[src/clle_pkg.sv]
`timescale 1ns / 1ps

package clle_pkg;

    // pool geometry
    localparam int CELLS   = 16;
    localparam int IDX_W   = $clog2(CELLS);
    localparam int LINK_W  = $clog2(CELLS + 1);
    localparam logic [LINK_W-1:0] NULL_LINK = LINK_W'(CELLS);

    // word fields
    localparam int VALUE_W = 32;
    localparam int POS_W   = 8;
    localparam int CMD_W   = 3;
    localparam int REM_W   = 5;
    localparam int STAT_W  = 2;
    localparam int S_TDATA_W = 40;
    localparam int M_TDATA_W = 40;

    // command codes
    localparam logic [CMD_W-1:0] CMD_INS_HEAD   = 3'd0;
    localparam logic [CMD_W-1:0] CMD_INS_TAIL   = 3'd1;
    localparam logic [CMD_W-1:0] CMD_INS_POS    = 3'd2;
    localparam logic [CMD_W-1:0] CMD_INS_SORTED = 3'd3;
    localparam logic [CMD_W-1:0] CMD_DEL_FIRST  = 3'd4;
    localparam logic [CMD_W-1:0] CMD_DEL_ALL    = 3'd5;
    localparam logic [CMD_W-1:0] CMD_WALK       = 3'd6;

    // result status codes
    typedef enum logic [STAT_W-1:0] {
        RES_DONE      = 2'd0,
        RES_NO_FREE   = 2'd1,
        RES_NOT_FOUND = 2'd2,
        RES_EMPTY     = 2'd3
    } res_t;

    // datapath operations issued by the controller
    typedef enum logic [3:0] {
        OP_NONE,
        OP_LOAD,
        OP_ALLOC,
        OP_ADVANCE,
        OP_LINK_NEW,
        OP_SET_SLOT_NEW,
        OP_UNLINK,
        OP_FREE,
        OP_WALK_STEP,
        OP_RESULT
    } dp_op_t;

    typedef struct packed {
        dp_op_t op;
        res_t   res;
    } ctrl_cmd_t;

    typedef struct packed {
        logic [CMD_W-1:0] cmd;
        logic free_empty;
        logic cur_null;
        logic hops_done;
        logic ins_stop;
        logic match;
        logic removed_zero;
        logic walk_fin;
        logic out_free;
    } dp_stat_t;

    // any out-of-range link reads as null
    function automatic logic [LINK_W-1:0] link_bound(input logic [LINK_W-1:0] v);
        return (v < NULL_LINK) ? v : NULL_LINK;
    endfunction

endpackage

[src/clle_dp.sv]
`timescale 1ns / 1ps

module clle_dp
    import clle_pkg::*;
(
    input  logic                 aclk,
    input  logic                 aresetn,
    input  logic [S_TDATA_W-1:0] s_tdata,
    input  logic [CMD_W-1:0]     s_tuser,
    input  logic                 m_tready,
    output logic                 m_tvalid,
    output logic [M_TDATA_W-1:0] m_tdata,
    output logic                 m_tlast,
    input  ctrl_cmd_t            cmd,
    output dp_stat_t             stat
);

    // cell pool
    logic [LINK_W-1:0]  links_reg  [CELLS];
    logic [VALUE_W-1:0] values_reg [CELLS];

    logic [LINK_W-1:0]  list_head_reg, list_head_next;
    logic [LINK_W-1:0]  free_head_reg, free_head_next;
    logic [LINK_W-1:0]  slot_reg, slot_next;
    logic [LINK_W-1:0]  cur_reg, cur_next;
    logic [LINK_W-1:0]  nw_reg, nw_next;
    logic [LINK_W-1:0]  hops_reg, hops_next;
    logic [REM_W-1:0]   removed_reg, removed_next;
    logic [CMD_W-1:0]   cmd_reg, cmd_next;
    logic [VALUE_W-1:0] elem_reg, elem_next;
    logic [POS_W-1:0]   pos_reg, pos_next;

    logic               m_valid_reg, m_valid_next;
    logic [STAT_W-1:0]  m_status_reg, m_status_next;
    logic [VALUE_W-1:0] m_value_reg, m_value_next;
    logic [REM_W-1:0]   m_removed_reg, m_removed_next;
    logic               m_last_reg, m_last_next;

    logic [IDX_W-1:0]   rd_addr;
    logic [LINK_W-1:0]  rd_link;
    logic [VALUE_W-1:0] cur_value;
    logic               out_free;
    logic               walk_fin;

    logic               lk_we;
    logic [IDX_W-1:0]   lk_waddr;
    logic [LINK_W-1:0]  lk_wdata;

    // single link read port: free head on allocation, current cell otherwise
    assign rd_addr   = (cmd.op == OP_ALLOC) ? free_head_reg[IDX_W-1:0] : cur_reg[IDX_W-1:0];
    assign rd_link   = link_bound(links_reg[rd_addr]);
    assign cur_value = values_reg[cur_reg[IDX_W-1:0]];
    assign out_free  = !m_valid_reg || m_tready;
    assign walk_fin  = (rd_link == NULL_LINK) || (hops_reg == LINK_W'(CELLS - 1));

    // status to the controller
    always_comb begin
        stat.cmd          = cmd_reg;
        stat.free_empty   = (free_head_reg >= NULL_LINK);
        stat.cur_null     = (cur_reg == NULL_LINK);
        stat.hops_done    = (hops_reg == NULL_LINK);
        stat.ins_stop     = (cmd_reg == CMD_INS_HEAD)
                          || ((cmd_reg == CMD_INS_POS) && (32'(hops_reg) >= 32'(pos_reg)))
                          || ((cmd_reg == CMD_INS_SORTED)
                              && !($signed(cur_value) < $signed(elem_reg)));
        stat.match        = (cur_value == elem_reg);
        stat.removed_zero = (removed_reg == '0);
        stat.walk_fin     = walk_fin;
        stat.out_free     = out_free;
    end

    // link store write port and head update
    always_comb begin
        lk_we          = 1'b0;
        lk_waddr       = nw_reg[IDX_W-1:0];
        lk_wdata       = cur_reg;
        list_head_next = list_head_reg;
        case (cmd.op)
            OP_LINK_NEW: begin
                lk_we = 1'b1;
            end
            OP_FREE: begin
                lk_we    = 1'b1;
                lk_wdata = link_bound(free_head_reg);
            end
            OP_SET_SLOT_NEW: begin
                if (slot_reg < NULL_LINK) begin
                    lk_we    = 1'b1;
                    lk_waddr = slot_reg[IDX_W-1:0];
                    lk_wdata = nw_reg;
                end else begin
                    list_head_next = nw_reg;
                end
            end
            OP_UNLINK: begin
                if (slot_reg < NULL_LINK) begin
                    lk_we    = 1'b1;
                    lk_waddr = slot_reg[IDX_W-1:0];
                    lk_wdata = rd_link;
                end else begin
                    list_head_next = rd_link;
                end
            end
            default: begin
            end
        endcase
    end

    // traversal and bookkeeping registers
    always_comb begin
        free_head_next = free_head_reg;
        slot_next      = slot_reg;
        cur_next       = cur_reg;
        nw_next        = nw_reg;
        hops_next      = hops_reg;
        removed_next   = removed_reg;
        cmd_next       = cmd_reg;
        elem_next      = elem_reg;
        pos_next       = pos_reg;
        case (cmd.op)
            OP_LOAD: begin
                cmd_next     = s_tuser;
                elem_next    = s_tdata[VALUE_W-1:0];
                pos_next     = s_tdata[VALUE_W +: POS_W];
                slot_next    = NULL_LINK;
                cur_next     = link_bound(list_head_reg);
                hops_next    = '0;
                removed_next = '0;
            end
            OP_ALLOC: begin
                nw_next        = free_head_reg;
                free_head_next = rd_link;
            end
            OP_ADVANCE: begin
                slot_next = cur_reg;
                cur_next  = rd_link;
                hops_next = hops_reg + 1'b1;
            end
            OP_UNLINK: begin
                nw_next  = cur_reg;
                cur_next = rd_link;
            end
            OP_FREE: begin
                free_head_next = nw_reg;
                removed_next   = removed_reg + 1'b1;
                hops_next      = hops_reg + 1'b1;
            end
            OP_WALK_STEP: begin
                cur_next  = rd_link;
                hops_next = hops_reg + 1'b1;
            end
            default: begin
            end
        endcase
    end

    // output word register
    always_comb begin
        m_valid_next   = m_valid_reg && !m_tready;
        m_status_next  = m_status_reg;
        m_value_next   = m_value_reg;
        m_removed_next = m_removed_reg;
        m_last_next    = m_last_reg;
        case (cmd.op)
            OP_WALK_STEP: begin
                m_valid_next   = 1'b1;
                m_status_next  = RES_DONE;
                m_value_next   = cur_value;
                m_removed_next = '0;
                m_last_next    = walk_fin;
            end
            OP_RESULT: begin
                m_valid_next   = 1'b1;
                m_status_next  = cmd.res;
                m_value_next   = '0;
                m_removed_next = removed_reg;
                m_last_next    = 1'b1;
            end
            default: begin
            end
        endcase
    end

    // control registers
    always_ff @(posedge aclk) begin
        if (!aresetn) begin
            list_head_reg <= NULL_LINK;
            free_head_reg <= '0;
            m_valid_reg   <= 1'b0;
        end else begin
            list_head_reg <= list_head_next;
            free_head_reg <= free_head_next;
            m_valid_reg   <= m_valid_next;
        end
    end

    // payload registers
    always_ff @(posedge aclk) begin
        slot_reg      <= slot_next;
        cur_reg       <= cur_next;
        nw_reg        <= nw_next;
        hops_reg      <= hops_next;
        removed_reg   <= removed_next;
        cmd_reg       <= cmd_next;
        elem_reg      <= elem_next;
        pos_reg       <= pos_next;
        m_status_reg  <= m_status_next;
        m_value_reg   <= m_value_next;
        m_removed_reg <= m_removed_next;
        m_last_reg    <= m_last_next;
    end

    // link store, chained as a free list at reset
    always_ff @(posedge aclk) begin
        if (!aresetn) begin
            for (int i = 0; i < CELLS; i++) begin
                links_reg[i] <= LINK_W'(i + 1);
            end
        end else if (lk_we) begin
            links_reg[lk_waddr] <= lk_wdata;
        end
    end

    // value store
    always_ff @(posedge aclk) begin
        if (cmd.op == OP_ALLOC) begin
            values_reg[free_head_reg[IDX_W-1:0]] <= elem_reg;
        end
    end

    assign m_tvalid = m_valid_reg;
    assign m_tdata  = {1'b0, m_removed_reg, m_value_reg, m_status_reg};
    assign m_tlast  = m_last_reg;

    // allocation only from a non-empty free list
    a_alloc_has_cell: assert property (@(posedge aclk) disable iff (!aresetn)
        cmd.op == OP_ALLOC |-> free_head_reg < NULL_LINK)
        else $error("allocation with empty free list");

    // output register is never overwritten while a word waits
    a_out_no_overrun: assert property (@(posedge aclk) disable iff (!aresetn)
        (cmd.op == OP_RESULT || cmd.op == OP_WALK_STEP) |-> out_free)
        else $error("output word overwritten");

    // stepping along the list needs a live cell
    a_advance_live: assert property (@(posedge aclk) disable iff (!aresetn)
        (cmd.op == OP_ADVANCE || cmd.op == OP_UNLINK || cmd.op == OP_WALK_STEP)
        |-> cur_reg != NULL_LINK)
        else $error("step from null cell");

    // an unlinked cell is released right after and is no longer current
    a_unlink_then_free: assert property (@(posedge aclk) disable iff (!aresetn)
        cmd.op == OP_UNLINK |=> (cmd.op == OP_FREE && nw_reg != cur_reg))
        else $error("unlinked cell not released");

endmodule

[src/clle_ctrl.sv]
`timescale 1ns / 1ps

module clle_ctrl
    import clle_pkg::*;
(
    input  logic      aclk,
    input  logic      aresetn,
    input  logic      s_valid,
    output logic      s_ready,
    input  dp_stat_t  stat,
    output ctrl_cmd_t dp_cmd
);

    typedef enum logic [7:0] {
        S_IDLE     = 8'b0000_0001,
        S_DISPATCH = 8'b0000_0010,
        S_INS_WALK = 8'b0000_0100,
        S_INS_HEAD = 8'b0000_1000,
        S_DEL_WALK = 8'b0001_0000,
        S_DEL_FREE = 8'b0010_0000,
        S_WALK     = 8'b0100_0000,
        S_RESULT   = 8'b1000_0000
    } state_t;

    state_t state_reg, state_next;
    res_t   res_reg, res_next;

    // command sequencing
    always_comb begin
        state_next = state_reg;
        res_next   = res_reg;
        dp_cmd.op  = OP_NONE;
        dp_cmd.res = res_reg;
        s_ready    = 1'b0;
        case (state_reg)
            S_IDLE: begin
                s_ready = 1'b1;
                if (s_valid) begin
                    dp_cmd.op  = OP_LOAD;
                    state_next = S_DISPATCH;
                end
            end
            S_DISPATCH: begin
                if (stat.cmd inside {CMD_INS_HEAD, CMD_INS_TAIL, CMD_INS_POS,
                                     CMD_INS_SORTED}) begin
                    if (stat.free_empty) begin
                        res_next   = RES_NO_FREE;
                        state_next = S_RESULT;
                    end else begin
                        dp_cmd.op  = OP_ALLOC;
                        state_next = S_INS_WALK;
                    end
                end else if (stat.cmd inside {CMD_DEL_FIRST, CMD_DEL_ALL}) begin
                    state_next = S_DEL_WALK;
                end else if (stat.cmd == CMD_WALK) begin
                    if (stat.cur_null) begin
                        res_next   = RES_EMPTY;
                        state_next = S_RESULT;
                    end else begin
                        state_next = S_WALK;
                    end
                end else begin
                    state_next = S_IDLE;
                end
            end
            S_INS_WALK: begin
                if (stat.cur_null || stat.hops_done || stat.ins_stop) begin
                    dp_cmd.op  = OP_LINK_NEW;
                    state_next = S_INS_HEAD;
                end else begin
                    dp_cmd.op = OP_ADVANCE;
                end
            end
            S_INS_HEAD: begin
                dp_cmd.op  = OP_SET_SLOT_NEW;
                res_next   = RES_DONE;
                state_next = S_RESULT;
            end
            S_DEL_WALK: begin
                if (stat.cur_null || stat.hops_done) begin
                    res_next   = stat.removed_zero ? RES_NOT_FOUND : RES_DONE;
                    state_next = S_RESULT;
                end else if (stat.match) begin
                    dp_cmd.op  = OP_UNLINK;
                    state_next = S_DEL_FREE;
                end else begin
                    dp_cmd.op = OP_ADVANCE;
                end
            end
            S_DEL_FREE: begin
                dp_cmd.op = OP_FREE;
                if (stat.cmd == CMD_DEL_FIRST) begin
                    res_next   = RES_DONE;
                    state_next = S_RESULT;
                end else begin
                    state_next = S_DEL_WALK;
                end
            end
            S_WALK: begin
                if (stat.out_free) begin
                    dp_cmd.op = OP_WALK_STEP;
                    if (stat.walk_fin) begin
                        state_next = S_IDLE;
                    end
                end
            end
            S_RESULT: begin
                if (stat.out_free) begin
                    dp_cmd.op  = OP_RESULT;
                    state_next = S_IDLE;
                end
            end
            default: begin
                state_next = S_IDLE;
            end
        endcase
    end

    always_ff @(posedge aclk) begin
        if (!aresetn) begin
            state_reg <= S_IDLE;
            res_reg   <= RES_DONE;
        end else begin
            state_reg <= state_next;
            res_reg   <= res_next;
        end
    end

endmodule

[src/cursor_linked_list_engine.sv]
`timescale 1ns / 1ps

// Linked list of signed 32-bit values kept in a pool of 16 cells, with unused
// cells chained on a free list. Commands arrive on the s_ side (kind in tuser)
// and results leave on the m_ side with tlast on the final word of a command.
// One command is processed at a time; the input is ready again once the last
// result word is loaded into the output register. Timing is set by the link
// store, read once per cycle, so a traversal moves one cell per clock: an
// insert allocates a cell (or reports that none is free), walks to its place,
// links the cell in and then reports; a delete unlinks and frees each matching
// cell as it walks, a delete-first stopping at its first match; and a walk
// emits one word per cycle when the consumer keeps up. A command code of 7 is
// dropped with no result.
module cursor_linked_list_engine
    import clle_pkg::*;
(
    input  logic                 aclk,
    input  logic                 aresetn,
    input  logic                 s_tvalid,
    output logic                 s_tready,
    input  logic [S_TDATA_W-1:0] s_tdata,   // item_value[31:0], position[39:32]
    input  logic [CMD_W-1:0]     s_tuser,   // cmd[2:0]
    output logic                 m_tvalid,
    input  logic                 m_tready,
    output logic [M_TDATA_W-1:0] m_tdata,   // status[1:0], out_value[33:2],
                                            // removed_count[38:34], zero[39]
    output logic                 m_tlast
);

    ctrl_cmd_t dp_cmd;
    dp_stat_t  dp_stat;

    // sequencer
    clle_ctrl u_ctrl (
        .aclk    (aclk),
        .aresetn (aresetn),
        .s_valid (s_tvalid),
        .s_ready (s_tready),
        .stat    (dp_stat),
        .dp_cmd  (dp_cmd)
    );

    // cell pool, pointers and output register
    clle_dp u_dp (
        .aclk     (aclk),
        .aresetn  (aresetn),
        .s_tdata  (s_tdata),
        .s_tuser  (s_tuser),
        .m_tready (m_tready),
        .m_tvalid (m_tvalid),
        .m_tdata  (m_tdata),
        .m_tlast  (m_tlast),
        .cmd      (dp_cmd),
        .stat     (dp_stat)
    );

endmodule
[config.mk]
export PLATFORM = sky130hd
export DESIGN_NAME = cursor_linked_list_engine
export DESIGN_NICKNAME = d
export VERILOG_FILES = /design/src/clle_pkg.sv /design/src/clle_dp.sv /design/src/clle_ctrl.sv /design/src/cursor_linked_list_engine.sv
export SDC_FILE = /design/constraint.sdc
export NUM_CORES = 1
export LEC_CHECK = 0
export BUFFER_PORTS_ARGS = -buffer_cell sky130_fd_sc_hd__buf_2
export CORE_MARGIN = 5
export CORE_UTILIZATION = 30
export DETAILED_ROUTE_END_ITERATION = 10
export HOLD_SLACK_MARGIN = 0.12
export REMOVE_ABC_BUFFERS = 1
export SETUP_SLACK_MARGIN = 0.1
export SLEW_MARGIN = 0
export SYNTH_ARGS = -nofsm -noshare
export SYNTH_HDL_FRONTEND = slang
export SYNTH_SLANG_ARGS = --single-unit
[constraint.sdc]
create_clock -name aclk -period 15.6 [get_ports aclk]
set_clock_uncertainty 0.05 [all_clocks]
set_input_delay 2.34 -clock aclk [delete_from_list [all_inputs] [get_ports aclk]]
set_output_delay 2.34 -clock aclk [all_outputs]
set_load 0.005 [all_outputs]
# [Word-level counts from Yosys, hierarchy flattened]
# Memories as Yosys holds them, arrays and structs flattened. A register that Yosys moved wholly into a read port is not among the register bits.
# Index checks and enable logic that the tools add are counted.
[op_classes] n_addsub=2 order_cmp=7 eq_ne=42 mux=68 n_reduce_logical=34
[ops] operator="two-way mux 8 bit" n=13
[ops] operator="case mux 5 bit (2 select lines)" n=8
[ops] operator="case mux 32 bit (2 select lines)" n=1
[ops] operator="case mux 8 bit (8 select lines)" n=1
[ops] operator="two-way mux 5 bit" n=8
[ops] operator="two-way mux 4 bit" n=9
[ops] operator="equality test 32 bit" n=1
[ops] operator="less-than comparator 32 bit" n=1
[ops] operator="case mux 4 bit (8 select lines)" n=1
[ops] operator="less-than comparator 5 bit, second input constant" n=4
[ops] operator="two-way mux 2 bit" n=9
[ops] operator="nonzero test 2 bit" n=9
[ops] operator="equality test 4 x 3 -> 1 bit, second input constant" n=4
[ops] operator="equality test 5 bit, second input constant" n=3
[ops] operator="case mux 5 bit (3 select lines)" n=1
[ops] operator="!= test 2 x 1 -> 1 bit, second input constant" n=6
[ops] operator="two-way mux 1 bit" n=11
[ops] operator="adder 5 x 1 -> 5 bit, second input constant" n=2
[ops] operator="equality test 3 bit, second input constant" n=3
[ops] operator="equality test 4 x 2 -> 1 bit, second input constant" n=2
[ops] operator="equality test 4 bit, second input constant" n=2
[ops] operator="equality test 8 x 1 -> 1 bit, second input constant" n=1
[ops] operator="equality test 8 x 2 -> 1 bit, second input constant" n=1
[ops] operator="equality test 8 x 3 -> 1 bit, second input constant" n=1
[ops] operator="other kinds (31)" n=51
[word_totals] regBits=129 ram_bits=592 elab_cells=172 mem_count=2
[memory_table] memory="u_dp.values_reg" words=16 word_bits=32 read_ports=1 rd_ports_with_merged_regs=1 wr=1 line_no="clle_dp.sv:20" source="logic [VALUE_W-1:0] values_reg [CELLS];"
[memory_table] memory="u_dp.links_reg" words=16 word_bits=5 read_ports=1 rd_ports_with_merged_regs=0 wr=16 line_no="clle_dp.sv:19" source="logic [LINK_W-1:0] links_reg [CELLS];"

# [Depth between registers and ports, before layout]
# An unclocked memory read counts as a cell.
[depth] ltp_word=17 ltp_mapped=17

# [Cells and area by module]
# From an unflattened synthesis, not the netlist that was laid out.
[unflattened] hier_cells=1679 area_unflattened_um2=29851.1
[by_module_without_submodules] module="clle_dp" n_inst=1 cells_each=1583 area_per_inst_um2=29066.6 seq_area_each_um2=21320.4
[by_module_without_submodules] module="clle_ctrl" n_inst=1 cells_each=96 area_per_inst_um2=784.5 seq_area_each_um2=200.2

# [Worst setup path after synthesis]
# No wires, ideal clock.
[synth_path] kind="reg-to-reg" from="reg with a tool-made name" to="mem u_dp.links_reg[14][3] (netlist bit) (data pin)" setup_ns=0.262 t_arrival_ns=5.068 t_required_ns=15.288 path_slack_ns=10.219 path_stages_with_launch=17 n_path_buf=4 cell_sequence="dfxtp_1 clkbuf_1 buf_1 mux4_2 mux4_2 ha_1 nand4_1 nor4_1 nand4_2 a21oi_1 buf_4 nor2_1 a222oi_1 clkinv_1 a31oi_2 buf_4 nand2_1"
[synth_lines] element="end: declaration" line_no="clle_dp.sv:19"

==> flow_summary.toml <==
[outcome]
status = "completed"

[place]
detailedPlacementHpwl_um = 44800
portBuffers = 88
placed_cells = 3183
place_congestion = 0.837

[power]
total_leakage_power_nw = 11.3
power_density_mw_per_mm2 = 127
power.total_w = 0.00447
worst_ir_drop_vdd_mv = 0.0740

[sta]
final.min_clock_period_ns = 7.92
max_clock_freq_mhz = 126
grt_setup_unrepaired = "false"
setup-tns-final_ns = 0
timing_max_transition_violations_final = 0
worst_slew_pin_slew_ns = 1.19
timing.slew.headroom = 0.201
final_min_period_over_clock_period = 0.508
timing_hold_violations_final = 0
timing.final.setup_violations = 0
hold-worst-slack_ns = 0.454

[routing]
detail_route.wl_per_cell_um = 23.1
detailedRoute.firstIterationViolations = 1759
totalWireLength_um = 76800
vias = 16855
post-route-drc-count = 0
drt-vias-per-instance = 5.08
drt_pre_antenna_iters = 6
final_antenna_net_count = 0

[synth]
yosys.cell_count.top_type = "sky130_fd_sc_hd__edfxtp_1"
synth-async-reset-ratio = 0
post_synth_most_frequent_cells = "sky130_fd_sc_hd__edfxtp_1 (700), sky130_fd_sc_hd__mux4_2 (160), sky130_fd_sc_hd__nor2_1 (140)"
yosysWarnings = 0
netlist.top_cell.by_area = "sky130_fd_sc_hd__edfxtp_1"
sequential_to_total_area_share_from_yosys_stat = 0.705
synth_top_cell_area_share = 0.689
synthTopCellsByArea = "sky130_fd_sc_hd__edfxtp_1 (69%), sky130_fd_sc_hd__mux4_2 (12%), sky130_fd_sc_hd__ha_1 (1.7%)"
syn_inst = 1787
synth-edff-count = 700
syn_avg_cell_area_um2 = 17.1
synth-seq-cells = 725
synth_ff_type = "sky130_fd_sc_hd__edfxtp_1"
synth_cell_type_count = 79
post_synth_instance_area_mm2 = 0.0305

[clocking]
clk_pin_slew_ns = 0.06
htree_levels = 3
cts.hold.buffers_added = 0
clock_latency_reported_for_the_late_side_of_the_worst_skew_pair_ns = 0.63
cts_root_buffer = "sky130_fd_sc_hd__clkbuf_16"
tritoncts = "done"
numCtsBuffers = 76
clock_tree.buffer_depth = 3
postCtsSetupRepairBufs = 0
post_cts.resized_instances = 0
clock_sink_count = 725

[floorplanning]
die_area_mm2 = 0.108
fp.dieW_um = 329
dieHeight_um = 329
start_util = 0.301
std_cell_rows = 117
io_pins = 90
coreArea_mm2 = 0.101

[final_layout]
layout.filler_cells = 9481
final_cell_count_no_fill = 3321
num-nets-final = 1982
area_growth_pct = 15.1
final_layout_size_suffix_gt1_frac = 0.236
antenna_cells = 0
largest_register_ff_count = 512
final_core_utilization = 0.346

[job]
cap_viol_max_count = 0

[global_route]
antenna_found_initial = 5
grt_overflow_total = 0
global_route.usage.total = 0.139
wire_length_of_the_first_global_routing_pass_um = 113000
first_global_vias = 17179
largest_net_degree_at_the_start_of_global_routing = 50

[worst_setup_path]
setup.worst_path.class = "register to register"
critical_path.endpoint_type = "register"
worst_ep_required_time_ns = 15.88
critPathMaxFanout = 48
crit_path_start_kind = "register"
critical_path_arrival_ns = 8.20

[min_path]
hold_class = "register to register"
-- cell families (layout without fill, tap and decap cells) --
| group | after synthesis | count (layout) | synth area share |
|---|---|---|---|
| muxes | 207 | 207 | 0.134 |
| adders and majority gates | 42 | 42 | 0.0172 |
| DFF | 725 | 725 | 0.705 |
| AOI/OAI and AO/OA | 172 | 172 | 0.0429 |
| other | 1 | 1 | 0.000123 |
| xor gates and xnor gates | 6 | 6 | 0.00172 |
| buffers and inverters | 160 | 326 | 0.0214 |
| and+or+nand+nor | 474 | 474 | 0.0772 |
-- routing by layer --
metal  global-route usage  vias up  share of wire
met2                0.237      654           0.50
met1                0.186     8790           0.42
met3               0.0234      136          0.062
li1                     -     7275              -
met5                    0        -              0
met4               0.0356        0          0.022
-- per-stage QoR --
stage	setup WS, ns	area (µm²)
3_3_place_gp	7.88	32600
6_report	7.68	35100
3_5_place_dp	7.76	32600
4_1_cts	7.73	35100
5_1_grt	7.26	35100
2_1_floorplan	5.87	30100
-- worst paths after layout --
kind                           from                    to  slack (ns)  depth (start not counted)
setup reg to reg           register  u_dp.links_reg[6][2]        7.68                         13
hold / removal    u_ctrl.res_reg[0]     u_ctrl.res_reg[0]        0.45                          2
hold reg to reg   u_ctrl.res_reg[0]     u_ctrl.res_reg[0]        0.45                          2
setup / recovery           register  u_dp.links_reg[6][2]        7.68                         13
-- worst max-delay path, stage by stage, from the launching register on --
cell                       delay (ns)
sky130_fd_sc_hd__dfxtp_4         0.85
sky130_fd_sc_hd__buf_4           0.87
sky130_fd_sc_hd__mux4_2          0.61
sky130_fd_sc_hd__mux4_2          0.51
sky130_fd_sc_hd__ha_1            0.32
sky130_fd_sc_hd__nand4_1         0.28
sky130_fd_sc_hd__nor4_1          1.07
sky130_fd_sc_hd__nand4_2         0.38
sky130_fd_sc_hd__a21oi_1         0.83
sky130_fd_sc_hd__nor2_1          0.21
sky130_fd_sc_hd__a222oi_1        0.42
sky130_fd_sc_hd__inv_1           0.09
sky130_fd_sc_hd__a31oi_2         0.89
sky130_fd_sc_hd__nand2_1         0.14
-- cell usage in the layout (no fill, tap or decap), drive strengths merged, types with 6 or more instances in the layout --
cell type | Yosys | routed
mux4 | 160 | 160
a2111oi | 17 | 17
nand2 | 131 | 131
nor4 | 8 | 8
inv | 66 | 71
nor2b | 9 | 9
a31oi | 6 | 6
buf | 27 | 121
a311oi | 17 | 17
clkbuf | 66 | 92
a21oi | 23 | 23
nand2b | 38 | 38
and2 | 44 | 44
nand4 | 17 | 17
clkinv | 1 | 33
nor2 | 140 | 140
nand3 | 18 | 18
a32oi | 9 | 9
o22ai | 6 | 6
mux2i | 33 | 33
o21ai | 30 | 30
ha | 42 | 42
o211ai | 9 | 9
or2 | 13 | 13
and3 | 10 | 10
dfxtp | 25 | 25
a222oi | 8 | 8
a211oi | 18 | 18
mux2 | 14 | 14
edfxtp | 700 | 700
nor3 | 18 | 18
-- power by group --
part / switching [W] / internal, W / leakage [nW]
Combinational: 0.000239 / 0.000191 / 3.54
Sequential: 0.0000633 / 0.00219 / 6.51
Clock: 0.000772 / 0.00102 / 1.20
-- area by class of cell --
type | count | area [µm²] | area share
Sequential cell | 725 | 21500 | 0.613
Multi-Input combinational cell | 902 | 8450 | 0.241
Clock buffer | 92 | 2000 | 0.0571
Tap cell | 1368 | 1710 | 0.0488
Timing Repair Buffer | 121 | 688 | 0.0196
Clock inverter | 46 | 468 | 0.0133
Inverter | 67 | 251 | 0.00716
No activity file was read; power rests on OpenSTA's default activity.
